<file path="src/hw/rtl/magnetic_current_sensor_calibration_defines.svh">
// Assertion macros shared by the magnetic current sensor calibration RTL.
`ifndef MAGNETIC_CURRENT_SENSOR_CALIBRATION_DEFINES_SVH
`define MAGNETIC_CURRENT_SENSOR_CALIBRATION_DEFINES_SVH

`ifndef NO_ASSERTIONS
// Clocked check, disabled while reset is high.
`define MCSC_ASSERT(lbl, clk, rst, prop, msg) \
  lbl: assert property (@(posedge clk) disable iff (rst) prop) else $error(msg);
// Clocked check that also holds during reset.
`define MCSC_ASSERT_ALWAYS(lbl, clk, prop, msg) \
  lbl: assert property (@(posedge clk) prop) else $error(msg);
`else
`define MCSC_ASSERT(lbl, clk, rst, prop, msg)
`define MCSC_ASSERT_ALWAYS(lbl, clk, prop, msg)
`endif

`endif

</file>
<file path="src/hw/rtl/mcsc_pkg.sv">
// Shared types and constants of the magnetic current sensor calibration block.
`timescale 1ns / 1ps
package mcsc_pkg;

  localparam int DIVISOR_W = 31;
  localparam int TILT_W    = 16;
  localparam int CAL_N_W   = 12;
  localparam int CFG_IDX_W = 2;
  localparam int CURRENT_W = 32;

  localparam logic [DIVISOR_W-1:0] DIVISOR_RESET = 31'd20908800;
  localparam logic [TILT_W-1:0]    TILT_RESET    = 16'd1000;
  localparam logic [CAL_N_W-1:0]   CAL_N_RESET   = 12'd220;

  localparam logic [CURRENT_W-1:0] CURRENT_MAX = 32'h7FFF_FFFF;
  localparam logic [CURRENT_W-1:0] CURRENT_MIN = 32'h8000_0000;

  // configuration register indexes
  typedef enum logic [CFG_IDX_W-1:0] {
    REG_DIVISOR = 2'd0,
    REG_TILT    = 2'd1,
    REG_CAL_N   = 2'd2
  } cfg_reg_t;

  // item kinds carried in tuser
  typedef enum logic [1:0] {
    MODE_MAG   = 2'd0,
    MODE_ACCEL = 2'd1,
    MODE_CAL   = 2'd2
  } mode_t;

  typedef enum logic [1:0] {
    CAL_NONE    = 2'd0,
    CAL_ONGOING = 2'd1,
    CAL_DONE    = 2'd2
  } cal_state_t;

  typedef struct packed {
    logic capture;    // latch the input beat
    logic div_start;  // load operands into the divider
    logic commit;     // update state, which is also the output payload
  } mcsc_cmd_t;

  typedef struct packed {
    logic is_sample;  // latched beat is a magnetometer sample
    logic div_busy;
    logic div_done;
  } mcsc_sts_t;

endpackage

</file>
<file path="src/hw/rtl/mcsc_divider.sv">
// Restoring unsigned divider, one quotient bit per cycle.
`timescale 1ns / 1ps
module mcsc_divider #(
  parameter int DVD_W = 49,
  parameter int DVS_W = 31
) (
  input  logic             clk,
  input  logic             rst,
  input  logic             start,
  input  logic [DVD_W-1:0] dividend,
  input  logic [DVS_W-1:0] divisor,
  output logic             busy,
  output logic             done,
  output logic [DVD_W-1:0] quotient
);

  localparam int CNT_W = $clog2(DVD_W + 1);

  logic [DVD_W-1:0] dvd;   // shifts out dividend bits, shifts in quotient bits
  logic [DVS_W-1:0] rem;
  logic [DVS_W-1:0] dvs;
  logic [CNT_W-1:0] cnt;

  logic [DVS_W:0]   trial;
  logic [DVS_W:0]   trial_sub;
  logic             fits;
  logic [DVS_W-1:0] rem_next;

  assign trial     = {rem, dvd[DVD_W-1]};
  assign trial_sub = trial - {1'b0, dvs};
  assign fits      = !trial_sub[DVS_W];
  assign rem_next  = fits ? trial_sub[DVS_W-1:0] : trial[DVS_W-1:0];
  assign quotient  = dvd;

  always_ff @(posedge clk) begin
    if (rst) begin
      busy <= 1'b0;
      done <= 1'b0;
      cnt  <= '0;
    end else begin
      done <= 1'b0;
      if (start) begin
        busy <= 1'b1;
        cnt  <= CNT_W'(DVD_W);
      end else if (busy) begin
        cnt <= cnt - 1'b1;
        if (cnt == CNT_W'(1)) begin
          busy <= 1'b0;
          done <= 1'b1;
        end
      end
    end
  end

  always_ff @(posedge clk) begin
    if (start) begin
      dvd <= dividend;
      dvs <= divisor;
      rem <= '0;
    end else if (busy) begin
      dvd <= {dvd[DVD_W-2:0], fits};
      rem <= rem_next;
    end
  end

endmodule

</file>
<file path="src/hw/rtl/mcsc_datapath.sv">
// Datapath: configuration, calibration state, offset and current arithmetic.
`timescale 1ns / 1ps
module mcsc_datapath
  import mcsc_pkg::*;
#(
  parameter int SAMPLE_WIDTH = 16,
  parameter int COUNT_WIDTH  = 12
) (
  input  logic                           clk,
  input  logic                           rst,
  input  logic                           cfg_valid,
  input  logic [CFG_IDX_W-1:0]           cfg_index,
  input  logic [DIVISOR_W-1:0]           cfg_data,
  input  logic [1:0]                     mode,
  input  logic signed [SAMPLE_WIDTH-1:0] field_z,
  input  logic signed [SAMPLE_WIDTH-1:0] accel_x,
  input  logic signed [SAMPLE_WIDTH-1:0] accel_y,
  input  mcsc_cmd_t                      cmd,
  output mcsc_sts_t                      sts,
  output logic [1:0]                     status,
  output logic [CURRENT_W-1:0]           current_q32
);

  localparam int OW    = SAMPLE_WIDTH + 1;   // offset
  localparam int DW    = SAMPLE_WIDTH + 2;   // z - offset
  localparam int MW    = SAMPLE_WIDTH + 1;   // magnitudes
  localparam int DVD_W = MW + CURRENT_W;
  localparam int CW    = (COUNT_WIDTH > CAL_N_W) ? COUNT_WIDTH : CAL_N_W;
  localparam int TW    = (MW > TILT_W) ? MW : TILT_W;

  logic [DIVISOR_W-1:0] divisor_reg;
  logic [TILT_W-1:0]    tilt_reg;
  logic [CAL_N_W-1:0]   cal_n_reg;

  cal_state_t                cal_state;
  logic [COUNT_WIDTH-1:0]    sample_count;
  logic signed [OW-1:0]      offset_z;
  logic [CURRENT_W-1:0]      current_value;

  logic [1:0]                     mode_q;
  logic signed [SAMPLE_WIDTH-1:0] z_q;
  logic signed [SAMPLE_WIDTH-1:0] x_q;
  logic signed [SAMPLE_WIDTH-1:0] y_q;

  logic [CAL_N_W-1:0]   nsamp;
  logic [DIVISOR_W-1:0] div_d;
  logic                 ongoing;

  logic signed [DW-1:0] z_ext;
  logic signed [DW-1:0] x_ext;
  logic signed [DW-1:0] y_ext;
  logic signed [DW-1:0] diff;
  logic                 diff_neg;
  logic                 z_neg;
  logic [MW-1:0]        diff_mag;
  logic [MW-1:0]        z_mag;
  logic [MW-1:0]        x_mag;
  logic [MW-1:0]        y_mag;
  logic                 tilted;

  logic [DVD_W-1:0]     dividend;
  logic [DIVISOR_W-1:0] divisor;
  logic [DVD_W-1:0]     quo;

  logic [MW-1:0]          q_low;
  logic signed [MW-1:0]   z_quo;
  logic signed [DW-1:0]   off_sum;
  logic signed [OW-1:0]   off_sat;
  logic [COUNT_WIDTH-1:0] count_inc;
  logic                   count_hit;
  logic                   ge_half;
  logic                   gt_half;
  logic [CURRENT_W-1:0]   cur_sat;

  assign nsamp   = (cal_n_reg == '0) ? CAL_N_W'(1) : cal_n_reg;
  assign div_d   = (divisor_reg == '0) ? DIVISOR_W'(1) : divisor_reg;
  assign ongoing = (cal_state == CAL_ONGOING);

  assign z_ext    = DW'(z_q);
  assign x_ext    = DW'(x_q);
  assign y_ext    = DW'(y_q);
  assign diff     = z_ext - DW'(offset_z);
  assign diff_neg = diff[DW-1];
  assign z_neg    = z_q[SAMPLE_WIDTH-1];
  assign diff_mag = diff_neg ? MW'(-diff) : MW'(diff);
  assign z_mag    = z_neg ? MW'(-z_ext) : MW'(z_ext);
  assign x_mag    = x_q[SAMPLE_WIDTH-1] ? MW'(-x_ext) : MW'(x_ext);
  assign y_mag    = y_q[SAMPLE_WIDTH-1] ? MW'(-y_ext) : MW'(y_ext);
  assign tilted   = (TW'(x_mag) > TW'(tilt_reg)) || (TW'(y_mag) > TW'(tilt_reg));

  // ongoing: |z| / N ; otherwise |z - offset| * 2^32 / D
  assign dividend = ongoing ? DVD_W'(z_mag) : {diff_mag, {CURRENT_W{1'b0}}};
  assign divisor  = ongoing ? DIVISOR_W'(nsamp) : div_d;

  mcsc_divider #(
    .DVD_W (DVD_W),
    .DVS_W (DIVISOR_W)
  ) u_div (
    .clk      (clk),
    .rst      (rst),
    .start    (cmd.div_start),
    .dividend (dividend),
    .divisor  (divisor),
    .busy     (sts.div_busy),
    .done     (sts.div_done),
    .quotient (quo)
  );

  assign sts.is_sample = (mode_q == MODE_MAG);

  // offset accumulate with truncation toward zero and saturation
  assign q_low   = quo[MW-1:0];
  assign z_quo   = z_neg ? MW'(-q_low) : q_low;
  assign off_sum = DW'(offset_z) + DW'(z_quo);
  always_comb begin
    if (off_sum[DW-1] != off_sum[DW-2]) begin
      off_sat = off_sum[DW-1] ? {1'b1, {SAMPLE_WIDTH{1'b0}}} : {1'b0, {SAMPLE_WIDTH{1'b1}}};
    end else begin
      off_sat = off_sum[OW-1:0];
    end
  end

  assign count_inc = sample_count + 1'b1;
  assign count_hit = (CW'(count_inc) == CW'(nsamp));

  // the current is the negated quotient, so its sign is opposite to that of diff
  assign ge_half = |quo[DVD_W-1:CURRENT_W-1];
  assign gt_half = (|quo[DVD_W-1:CURRENT_W]) || (quo[CURRENT_W-1] && (|quo[CURRENT_W-2:0]));
  always_comb begin
    if (diff_neg) begin
      cur_sat = ge_half ? CURRENT_MAX : quo[CURRENT_W-1:0];
    end else begin
      cur_sat = gt_half ? CURRENT_MIN : -quo[CURRENT_W-1:0];
    end
  end

  always_ff @(posedge clk) begin
    if (rst) begin
      divisor_reg <= DIVISOR_RESET;
      tilt_reg    <= TILT_RESET;
      cal_n_reg   <= CAL_N_RESET;
    end else if (cfg_valid) begin
      case (cfg_index)
        REG_DIVISOR: divisor_reg <= cfg_data;
        REG_TILT:    tilt_reg    <= cfg_data[TILT_W-1:0];
        REG_CAL_N:   cal_n_reg   <= cfg_data[CAL_N_W-1:0];
        default: ;
      endcase
    end
  end

  always_ff @(posedge clk) begin
    if (cmd.capture) begin
      mode_q <= mode;
      z_q    <= field_z;
      x_q    <= accel_x;
      y_q    <= accel_y;
    end
  end

  always_ff @(posedge clk) begin
    if (rst) begin
      cal_state     <= CAL_NONE;
      sample_count  <= '0;
      offset_z      <= '0;
      current_value <= '0;
    end else if (cmd.commit) begin
      case (mode_q)
        MODE_MAG: begin
          if (ongoing) begin
            offset_z     <= off_sat;
            sample_count <= count_inc;
            if (count_hit) begin
              cal_state <= CAL_DONE;
            end
          end else begin
            current_value <= cur_sat;
          end
        end
        MODE_ACCEL: begin
          if (tilted) begin
            cal_state <= CAL_NONE;
          end
        end
        MODE_CAL: begin
          offset_z     <= '0;
          sample_count <= '0;
          cal_state    <= CAL_ONGOING;
        end
        default: ;
      endcase
    end
  end

  assign status      = cal_state;
  assign current_q32 = current_value;

endmodule

</file>
<file path="src/hw/rtl/mcsc_ctrl.sv">
// Controller: sequences capture, division and commit, owns the handshakes.
`timescale 1ns / 1ps
`include "magnetic_current_sensor_calibration_defines.svh"
module mcsc_ctrl
  import mcsc_pkg::*;
(
  input  logic      clk,
  input  logic      rst,
  input  logic      s_tvalid,
  output logic      s_tready,
  output logic      m_tvalid,
  input  logic      m_tready,
  input  mcsc_sts_t sts,
  output mcsc_cmd_t cmd
);

  typedef enum logic [1:0] {
    ST_IDLE,
    ST_START,
    ST_DIV,
    ST_WRITE
  } ctrl_state_t;

  ctrl_state_t state;
  logic        out_free;

  assign out_free      = !m_tvalid || m_tready;
  assign s_tready      = (state == ST_IDLE);
  assign cmd.capture   = s_tvalid && (state == ST_IDLE);
  assign cmd.div_start = (state == ST_START) && sts.is_sample;
  assign cmd.commit    = (state == ST_WRITE) && out_free;

  always_ff @(posedge clk) begin
    if (rst) begin
      state    <= ST_IDLE;
      m_tvalid <= 1'b0;
    end else begin
      if (cmd.commit) begin
        m_tvalid <= 1'b1;
      end else if (m_tready) begin
        m_tvalid <= 1'b0;
      end
      case (state)
        ST_IDLE: begin
          if (s_tvalid) begin
            state <= ST_START;
          end
        end
        ST_START: begin
          state <= sts.is_sample ? ST_DIV : ST_WRITE;
        end
        ST_DIV: begin
          if (sts.div_done) begin
            state <= ST_WRITE;
          end
        end
        ST_WRITE: begin
          if (out_free) begin
            state <= ST_IDLE;
          end
        end
        default: state <= ST_IDLE;
      endcase
    end
  end

  `MCSC_ASSERT(a_commit_when_free, clk, rst, cmd.commit |-> out_free, "commit while output held")
  `MCSC_ASSERT(a_start_idle_div, clk, rst, cmd.div_start |-> !sts.div_busy, "divider restarted")
  `MCSC_ASSERT(a_valid_from_commit, clk, rst, $rose(m_tvalid) |-> $past(cmd.commit), "output without commit")
  `MCSC_ASSERT(a_done_in_div, clk, rst, sts.div_done |-> (state == ST_DIV), "divider done off sequence")

endmodule

</file>
<file path="src/hw/rtl/magnetic_current_sensor_calibration.sv">
// Top level of the magnetic current sensor with zero-field calibration.
//
//  channel  | dir | handshake            | payload
//  ---------+-----+----------------------+-------------------------------------
//  s_       | in  | s_tvalid / s_tready  | tuser: mode; tdata: z, accel x, y
//  m_       | out | m_tvalid / m_tready  | tdata: status, current_q32
//  cfg_     | in  | cfg_valid / cfg_ready| cfg_index, cfg_data
//
// Magnetometer beats run through a shared restoring divider, one quotient bit
// per cycle. Accelerometer, calibrate and unused-mode beats skip the divider.
// One beat is in work at a time; a finished result waits in the state
// registers while the next beat is accepted and processed, and only its commit
// stalls until m_tready takes the pending result.
// Reset (rst, synchronous) restores register defaults and clears the state to
// none, count and offset zero, current zero. cfg writes are taken every cycle.
`timescale 1ns / 1ps
module magnetic_current_sensor_calibration
  import mcsc_pkg::*;
#(
  parameter int SAMPLE_WIDTH = 16,
  parameter int COUNT_WIDTH  = 12
) (
  input  logic                   clk,
  input  logic                   rst,
  // input stream
  input  logic                   s_tvalid,
  output logic                   s_tready,
  input  logic [1:0]             s_tuser,   // [1:0] mode
  // from bit 0: field_z, accel_x, accel_y (SAMPLE_WIDTH each), zero fill
  input  logic [((3*SAMPLE_WIDTH+7)/8)*8-1:0] s_tdata,
  // result stream
  output logic                   m_tvalid,
  input  logic                   m_tready,
  output logic [39:0]            m_tdata,   // [1:0] status, [33:2] current_q32, zero fill
  // configuration writes
  input  logic                   cfg_valid,
  output logic                   cfg_ready,
  input  logic [CFG_IDX_W-1:0]   cfg_index,
  input  logic [DIVISOR_W-1:0]   cfg_data
);

  localparam int SW = SAMPLE_WIDTH;
  localparam int OUT_PAD = 40 - 2 - CURRENT_W;

  mcsc_cmd_t            cmd;
  mcsc_sts_t            sts;
  logic [1:0]           status;
  logic [CURRENT_W-1:0] current_q32;

  // registers are writable at any time; firmware writes them only while idle
  assign cfg_ready = 1'b1;

  mcsc_ctrl u_ctrl (
    .clk      (clk),
    .rst      (rst),
    .s_tvalid (s_tvalid),
    .s_tready (s_tready),
    .m_tvalid (m_tvalid),
    .m_tready (m_tready),
    .sts      (sts),
    .cmd      (cmd)
  );

  mcsc_datapath #(
    .SAMPLE_WIDTH (SAMPLE_WIDTH),
    .COUNT_WIDTH  (COUNT_WIDTH)
  ) u_dp (
    .clk         (clk),
    .rst         (rst),
    .cfg_valid   (cfg_valid),
    .cfg_index   (cfg_index),
    .cfg_data    (cfg_data),
    .mode        (s_tuser),
    .field_z     (s_tdata[SW-1:0]),
    .accel_x     (s_tdata[2*SW-1:SW]),
    .accel_y     (s_tdata[3*SW-1:2*SW]),
    .cmd         (cmd),
    .sts         (sts),
    .status      (status),
    .current_q32 (current_q32)
  );

  // the committed state is the result payload; it holds until the next commit
  assign m_tdata = {{OUT_PAD{1'b0}}, current_q32, status};

endmodule

</file>
<file path="config.mk">
export PLATFORM = sky130hd
export DESIGN_NAME = magnetic_current_sensor_calibration
export DESIGN_NICKNAME = d
export VERILOG_FILES = /design/src/hw/rtl/mcsc_pkg.sv /design/src/hw/rtl/mcsc_divider.sv /design/src/hw/rtl/mcsc_datapath.sv /design/src/hw/rtl/mcsc_ctrl.sv /design/src/hw/rtl/magnetic_current_sensor_calibration.sv
export VERILOG_INCLUDE_DIRS = /design/src /design/src/hw/rtl
export SDC_FILE = /design/constraint.sdc
export NUM_CORES = 1
export LEC_CHECK = 0
export BUFFER_PORTS_ARGS = -buffer_cell sky130_fd_sc_hd__buf_4
export CORE_MARGIN = 5
export CORE_UTILIZATION = 34
export DETAILED_ROUTE_END_ITERATION = 8
export GPL_TIMING_DRIVEN = 0
export SKIP_LAST_GASP = 1
export SLEW_MARGIN = 20
export SYNTH_ARGS = -nofsm -noshare
export SYNTH_HDL_FRONTEND = slang
export SYNTH_SLANG_ARGS = --single-unit
</file>
<file path="constraint.sdc">
create_clock -name clk -period 6.3 [get_ports clk]
set_input_delay 0.945 -clock clk [delete_from_list [all_inputs] [get_ports clk]]
set_output_delay 0.945 -clock clk [all_outputs]
set_load 0.01 [all_outputs]
</file>
==> metrics, run 1 <==
Final Hold Fails=0; initial antenna violation count=2; crit path launch type=register; initial core utilization=34.19%; synthesized area=17930 um^2; Die X=between 200 and 250 um; largest net degree at the start of global routing=51; vias post-DR=15770; clock sinks=294; final WL=roughly 52 mm; Synth top area share=21.77%; FF+latch count, synth=294; Synth warnings=0; Synth cell types=79; die height=about 240 um; worst vdd ir=0.2169 mV; Max transition margin=33.67%; P_int=4.905 mW; Sw Share=38.10%; vias in the first global route=roughly 15000; final std cells w/o fill=2949; flip-flop count of the largest register after layout=49; Worst-Skew Late Latency=550 ps; Power Density=377.7 nW/um^2; input/output buffers=123; Final ANT Viol Nets=0; Max Cap Viol=0; fin crit share=92.68%; post-synthesis mux area share=1.298%; postcts setup bufs=0; count leader, synth=nand2_1; leakage power=8.104 nW; Synth Area in Compound Gates=18.04%; First DRT Iteration DRCs=1110; final setup vio count=0; sequential fraction of the synthesis area=40.08%; Post-Synth Adder-Cell Area=8.219%; EDFF count, synth=130; CP Max Fanout=10; endpoint class of the critical path=register; CTS Root Buffer Type=clkbuf_16; Residual DRC=0; Combinational Power Share=39.6%; power share of the clock group=26.8%; Setup TNS Final=0 ps; global route total overflow=0; CP Class=register to register; Post-Syn Instances=2066; fmax=0.1713 GHz; Required @ worst endpoint=around 6800 ps; Inst Count DP=2883; layout cells sized above 1=10.13%; die area=57440 um^2; RSZ-0062 raised after global routing=false; nets@finish=2437; GPL Wtd Cong=0.9022; I/O pins=131; worst min-delay path category=register to register; CTS buffer count=36; Placed Area=around 20000 um^2; skew final=25.20 ps; Clock Path Buffers=3; Synth Area in XOR/XNOR=about 6.6%; Core Util, Final=approximately two fifths; total power=between 7 and 8 mW; commonest cells in the netlist=256 x nand2_1, 173 x a21oi_1, 164 x dfxtp_1, 160 x nor2_1, 147 x o21ai_0; CTS resizes=0; Site Rows=84; status=finished, final reports clean; Layout area overhead=17.00%; first-pass GRT wire length=82.08 mm; Tightest Pin Transition=~990 ps; Hold Buf Count CTS=0; post-synth top area cell=edfxtp_1; Simple-Gate Fraction of Synth Area=20.78%; TritonRoute pass-1 iters=5; part of the power in registers=33.6%; CTS tree=yes; synth top area cells=edfxtp_1 22%, dfxtp_1 18%, ha_1 7.9%; WL/cell=17.80 um; Core Area=roughly 52000 um^2; arrival time worst endpoint=6290 ps; HPWL after detailed placement=40.63 mm; n_diodes=0; CTS H-tree lvls=2; clock slew at reported path FFs=60 ps; max-slew violation count=0; final instance area=20980 um^2; GR Util All Layers=17.71%; Net Switching=3.019 mW; Most used DFF post-synth=dfxtp_1; main combinational cell family by area after synthesis=simple AND/OR/NAND/NOR gates; Async S/R FF share, synth=0%; vias per cell=5.346; Synth Area per Inst=8.680 um^2; crit path time final=5839 ps
[path summary, 6_finish.rpt]
kind | from | end | slack (ps) | depth (start not counted)
setup reg to reg | u_dp.z_q[15] | u_dp.offset_z[11] | 460 | 16
setup / recovery | u_dp.z_q[15] | u_dp.offset_z[11] | 460 | 16
hold / removal | u_dp.current_q32[1] | u_dp.current_q32[1] | 460 | 2
hold reg to reg | u_dp.current_q32[1] | u_dp.current_q32[1] | 460 | 2
[cells in the final DEF, fill, tap and decap left out, drive strengths merged, types with 27 or more instances in the layout]
| cell type | n |
|---|---|
| nor4 | 27 |
| xnor2 | 96 |
| nor3 | 72 |
| inv | 118 |
| o21ai | 150 |
| xor2 | 40 |
| a211oi | 28 |
| nand2 | 256 |
| edfxtp | 130 |
| a21oi | 173 |
| nand3 | 29 |
| nor2 | 160 |
| dfxtp | 164 |
| clkbuf | 133 |
| and2 | 43 |
| buf | 145 |
| ha | 113 |
[cell type report]
cell class              count  area, um^2
well taps                 688       860.8
clock buffers              50        1090
clock inverters            16       123.9
multi-input cells        1557        9897
flip-flops and latches    294        7187
fillers                  5201       31460
inverters                 116       435.4
plain buffers             104       444.2
repair buffers            124       943.4
[per-layer routing]
| layer | track usage [%] | share of wire (%) | vias to the layer above |
|---|---|---|---|
| li1 | - | - | 7707 |
| met1 | 23.99 | 45 | 7569 |
| met2 | 29.04 | 46 | 423 |
| met3 | 3.915 | 6.9 | 64 |
| met4 | 4.167 | 1.8 | 2 |
| met5 | 0 | 0.025 | - |
[stage by stage]
step           hold slack [ps]  worst slack (ps)
2_1_floorplan            435.8              2088
3_3_place_gp             446.5             638.2
3_5_place_dp             451.8             646.7
4_1_cts                  461.5             583.2
5_1_grt                  483.8             169.2
6_report                 463.6             461.0
[power by group through the flow]
| stage | Clock, mW | Combinational (mW) | Sequential [mW] |
|---|---|---|---|
| 6_report | 2.12 | 3.14 | 2.66 |
| 2_1_floorplan | 0 | 2.34 | 2.60 |
| 4_1_cts | 2.18 | 3.13 | 2.65 |
| 5_1_grt | 2.26 | 3.51 | 2.69 |
| 3_3_place_gp | 0 | 3.02 | 2.70 |
| 3_5_place_dp | 0 | 3.11 | 2.69 |
[cells by family after synthesis]
kind of cell,after synthesis
AOI/OAI and AO/OA,517
xor gates and xnor gates,136
adders and majority gates,116
buffers and inverters,220
DFF,294
muxes,23
other,2
and+or+nand+nor,758
[critical path: stages, from the launching register on]
cell	delay [ps]
edfxtp_1	560
clkbuf_1	410
clkbuf_1	520
nand2_1	150
xnor2_1	320
ha_1	340
a21oi_1	160
o22ai_1	110
o41ai_1	660
o21a_1	280
nor2_1	90
nand3_1	100
a41oi_1	370
xnor2_1	870
clkbuf_1	540
nor2_1	100
o21ai_0	160
Power figures use the tool's default switching activity.
==> inputs of run 2 (changes only) <==
- ABC_AREA: unset -> 1
- SKIP_LAST_GASP: 1 -> unset
==> run 2 against run 1 <==
Against the previous run:
- sequential cell count unchanged
- final area is 4.7% higher
- sequential power fell by 7%
- global-route usage up 0.090 points
- clock power down 2%
==> metrics, run 2 <==
Synth Area per Inst=7.193 um^2; CTS tree=yes; GRT met2 Usage=29.14%; most frequent cells in the layout=634 x nand2_1, 348 x inv_1, 258 x nor2_1; status=finished, final reports clean; max-slew violation count=0; cell family with most CP delay=simple AND/OR/NAND/NOR gates; P_int=between 4 and 5 mW; Slowest-stage cell, CP=edfxtp_1; vias per cell=4.840; GPL Wtd Cong=0.9233; RSZ-0062 raised after global routing=false; Hold Buf Count CTS=0; Global Route met1 Usage=roughly a quarter; layout cells sized above 1=8.452%; first-pass GRT wire length=87.27 mm; CTS H-tree lvls=2; clock slew at reported path FFs=60 ps; Worst-Skew Late Latency=560 ps; global route total overflow=0; Synth warnings=0; Max transition margin=a little over a quarter; Tightest Pin Transition=between 1000 and 1500 ps; EDFF count, synth=130; crit path launch type=register; max incr delay on CP=490 ps; vias in the first global route=16420; Final Hold Fails=0; post-synth top area cell=edfxtp_1; final setup vio count=0; count leader, synth=nand2_1; Async S/R FF share, synth=0%; Synth top area share=20.71%; sequential fraction of the synthesis area=38.13%; WL/cell=15.34 um; endpoint class of the critical path=register; worst min-delay path category=register to register; die height=245.4 um; input/output buffers=122; I/O pins=roughly 130; Most used DFF post-synth=dfxtp_1; arrival time worst endpoint=roughly 4700 ps; Synth cell types=53; Die X=245.4 um; CP Max Fanout=10; final instance area=around 22000 um^2; Placed Area=20780 um^2; vias post-DR=17250; First DRT Iteration DRCs=1142; Post-Syn Instances=2620; commonest cells in the netlist=634 x nand2_1, 350 x inv_1, 258 x nor2_1, 216 x o21ai_0, 176 x a21oi_1; synth top area cells=edfxtp_1 21%, dfxtp_1 17%, nand2_1 13%; n_diodes=0; GR Util All Layers=approximately 18%; Max Cap Viol=0; cell mode on critical path=nand2_1; Setup TNS Final=0 ps; CP Class=register to register; initial core utilization=34.28%; leakage power=9.650 nW; Net Switching=2.331 mW; CTS buffer count=36; final hold slack=470.5 ps; Top Usage Layer GRT=met2; crit path time final=4313 ps; flip-flop count of the largest register after layout=slightly below 50; Residual DRC=0; initial antenna violation count=0; Clock Path Buffers=3; power share of the clock group=31.9%; skew final=between 30 and 40 ps; Sw Share=35.68%; # fillers=5769; worst vdd ir=approximately 0.17 mV; synthesized area=18850 um^2; Core Area=approximately 55000 um^2; Final ANT Viol Nets=0; CTS resizes=0; total power=around 6.5 mW; Combinational Power Share=30.3%; part of the power in registers=37.8%; postcts setup bufs=0; TritonRoute pass-1 iters=5; die area=around 60000 um^2; nets@finish=~3000; FF+latch count, synth=294; crit path cell chain=inv_1, ha_1, nand2_2, nor3_4, nand2_4, nor2_8, xor2_1, nand2_1, o21ai_0, ha_1, a21oi_1, o21a_1, nand3_1, nand3_1, nand2_1, nand2_1, nand2_2, nand2_2, buf_2, nand3_1, nand2_1, a21oi_1; fin crit share=68.46%; clock sinks=294; Layout area overhead=16.52%; WP buf/inv=2; met3 track utilization from global routing=2.707%; Power Density=around 300 nW/um^2; HPWL after detailed placement=43.59 mm; leading cell type in the layout, fill and taps excluded=nand2_1; largest net degree at the start of global routing=34; final WL=54.66 mm; CTS Root Buffer Type=clkbuf_16; Site Rows=86; Required @ worst endpoint=around 6700 ps; fmax=0.2319 GHz
-- run 2: changes by cell type in the layout (fill, tap and decap cells not counted), sizes merged, moves of 68 or more --
cell,previous run,this run
inv,118,354
nor2,160,265
xnor2,96,28
nand3,29,159
o21ai,150,222
nand2,256,641
-- run 2: routing by layer --
layer,vias to the layer above,part of all wire [%]
li1,9001,-
met1,7804,47
met2,374,45
met3,69,5.3
met4,0,2.0
met5,-,0
-- run 2: per-stage QoR --
stage	util, %	setup slack, ps	std cells
3_5_place_dp	37.79	2062	3498
4_1_cts	39.94	2031	3564
5_1_grt	39.94	1620	3564
6_report	39.94	1987	3564
2_1_floorplan	-	3022	2625
3_3_place_gp	37.68	2082	3495
-- run 2: cells by family (layout without fill, tap and decap cells) --
group	Yosys count	after routing	synth area share, %
flops	294	294	38.13
simple gates	1188	1188	26.57
xor+xnor	83	83	3.930
other cells	2	7	0.03985
compound gates	497	497	14.40
buf+inv	440	631	9.108
fa+ha+maj	116	116	7.821
-- run 2: final timing paths --
check,start,end,slack (ps),cells past startpoint
hold / removal,u_dp.u_div.rem[26],u_dp.u_div.rem[26],470,2
setup / recovery,u_dp.u_div.quotient[0],u_dp.offset_z[13],1990,22
setup reg to reg,u_dp.u_div.quotient[0],u_dp.offset_z[13],1990,22
hold reg to reg,u_dp.u_div.rem[26],u_dp.u_div.rem[26],470,2
-- run 2: power by group through the flow --
stage	registers (mW)	clock network, mW	logic [mW]
2_1_floorplan	2.45	0	1.42
3_3_place_gp	2.52	0	1.93
3_5_place_dp	2.51	0	1.97
4_1_cts	2.47	2.14	1.99
5_1_grt	2.50	2.22	2.28
6_report	2.47	2.08	1.98
-- run 2: area by class of cell --
class / instances / area, um^2 / area share [%]
buffer: 82 / 372.9 / 1.698
inverter: 358 / 1345 / 6.125
sequential: 294 / 7187 / 32.73
clock inverter: 16 / 143.9 / 0.6552
timing repair buffer: 125 / 975.9 / 4.444
tap: 748 / 935.9 / 4.262
multi-input combinational: 1891 / 9962 / 45.36
clock buffer: 50 / 1037 / 4.723
-- run 2: worst min-delay path, delay by kind of cell, from the launching register on --
family | cells | cell delay, ps
AND/OR/NAND/NOR | 2 | 100
flip-flops | 1 | 320
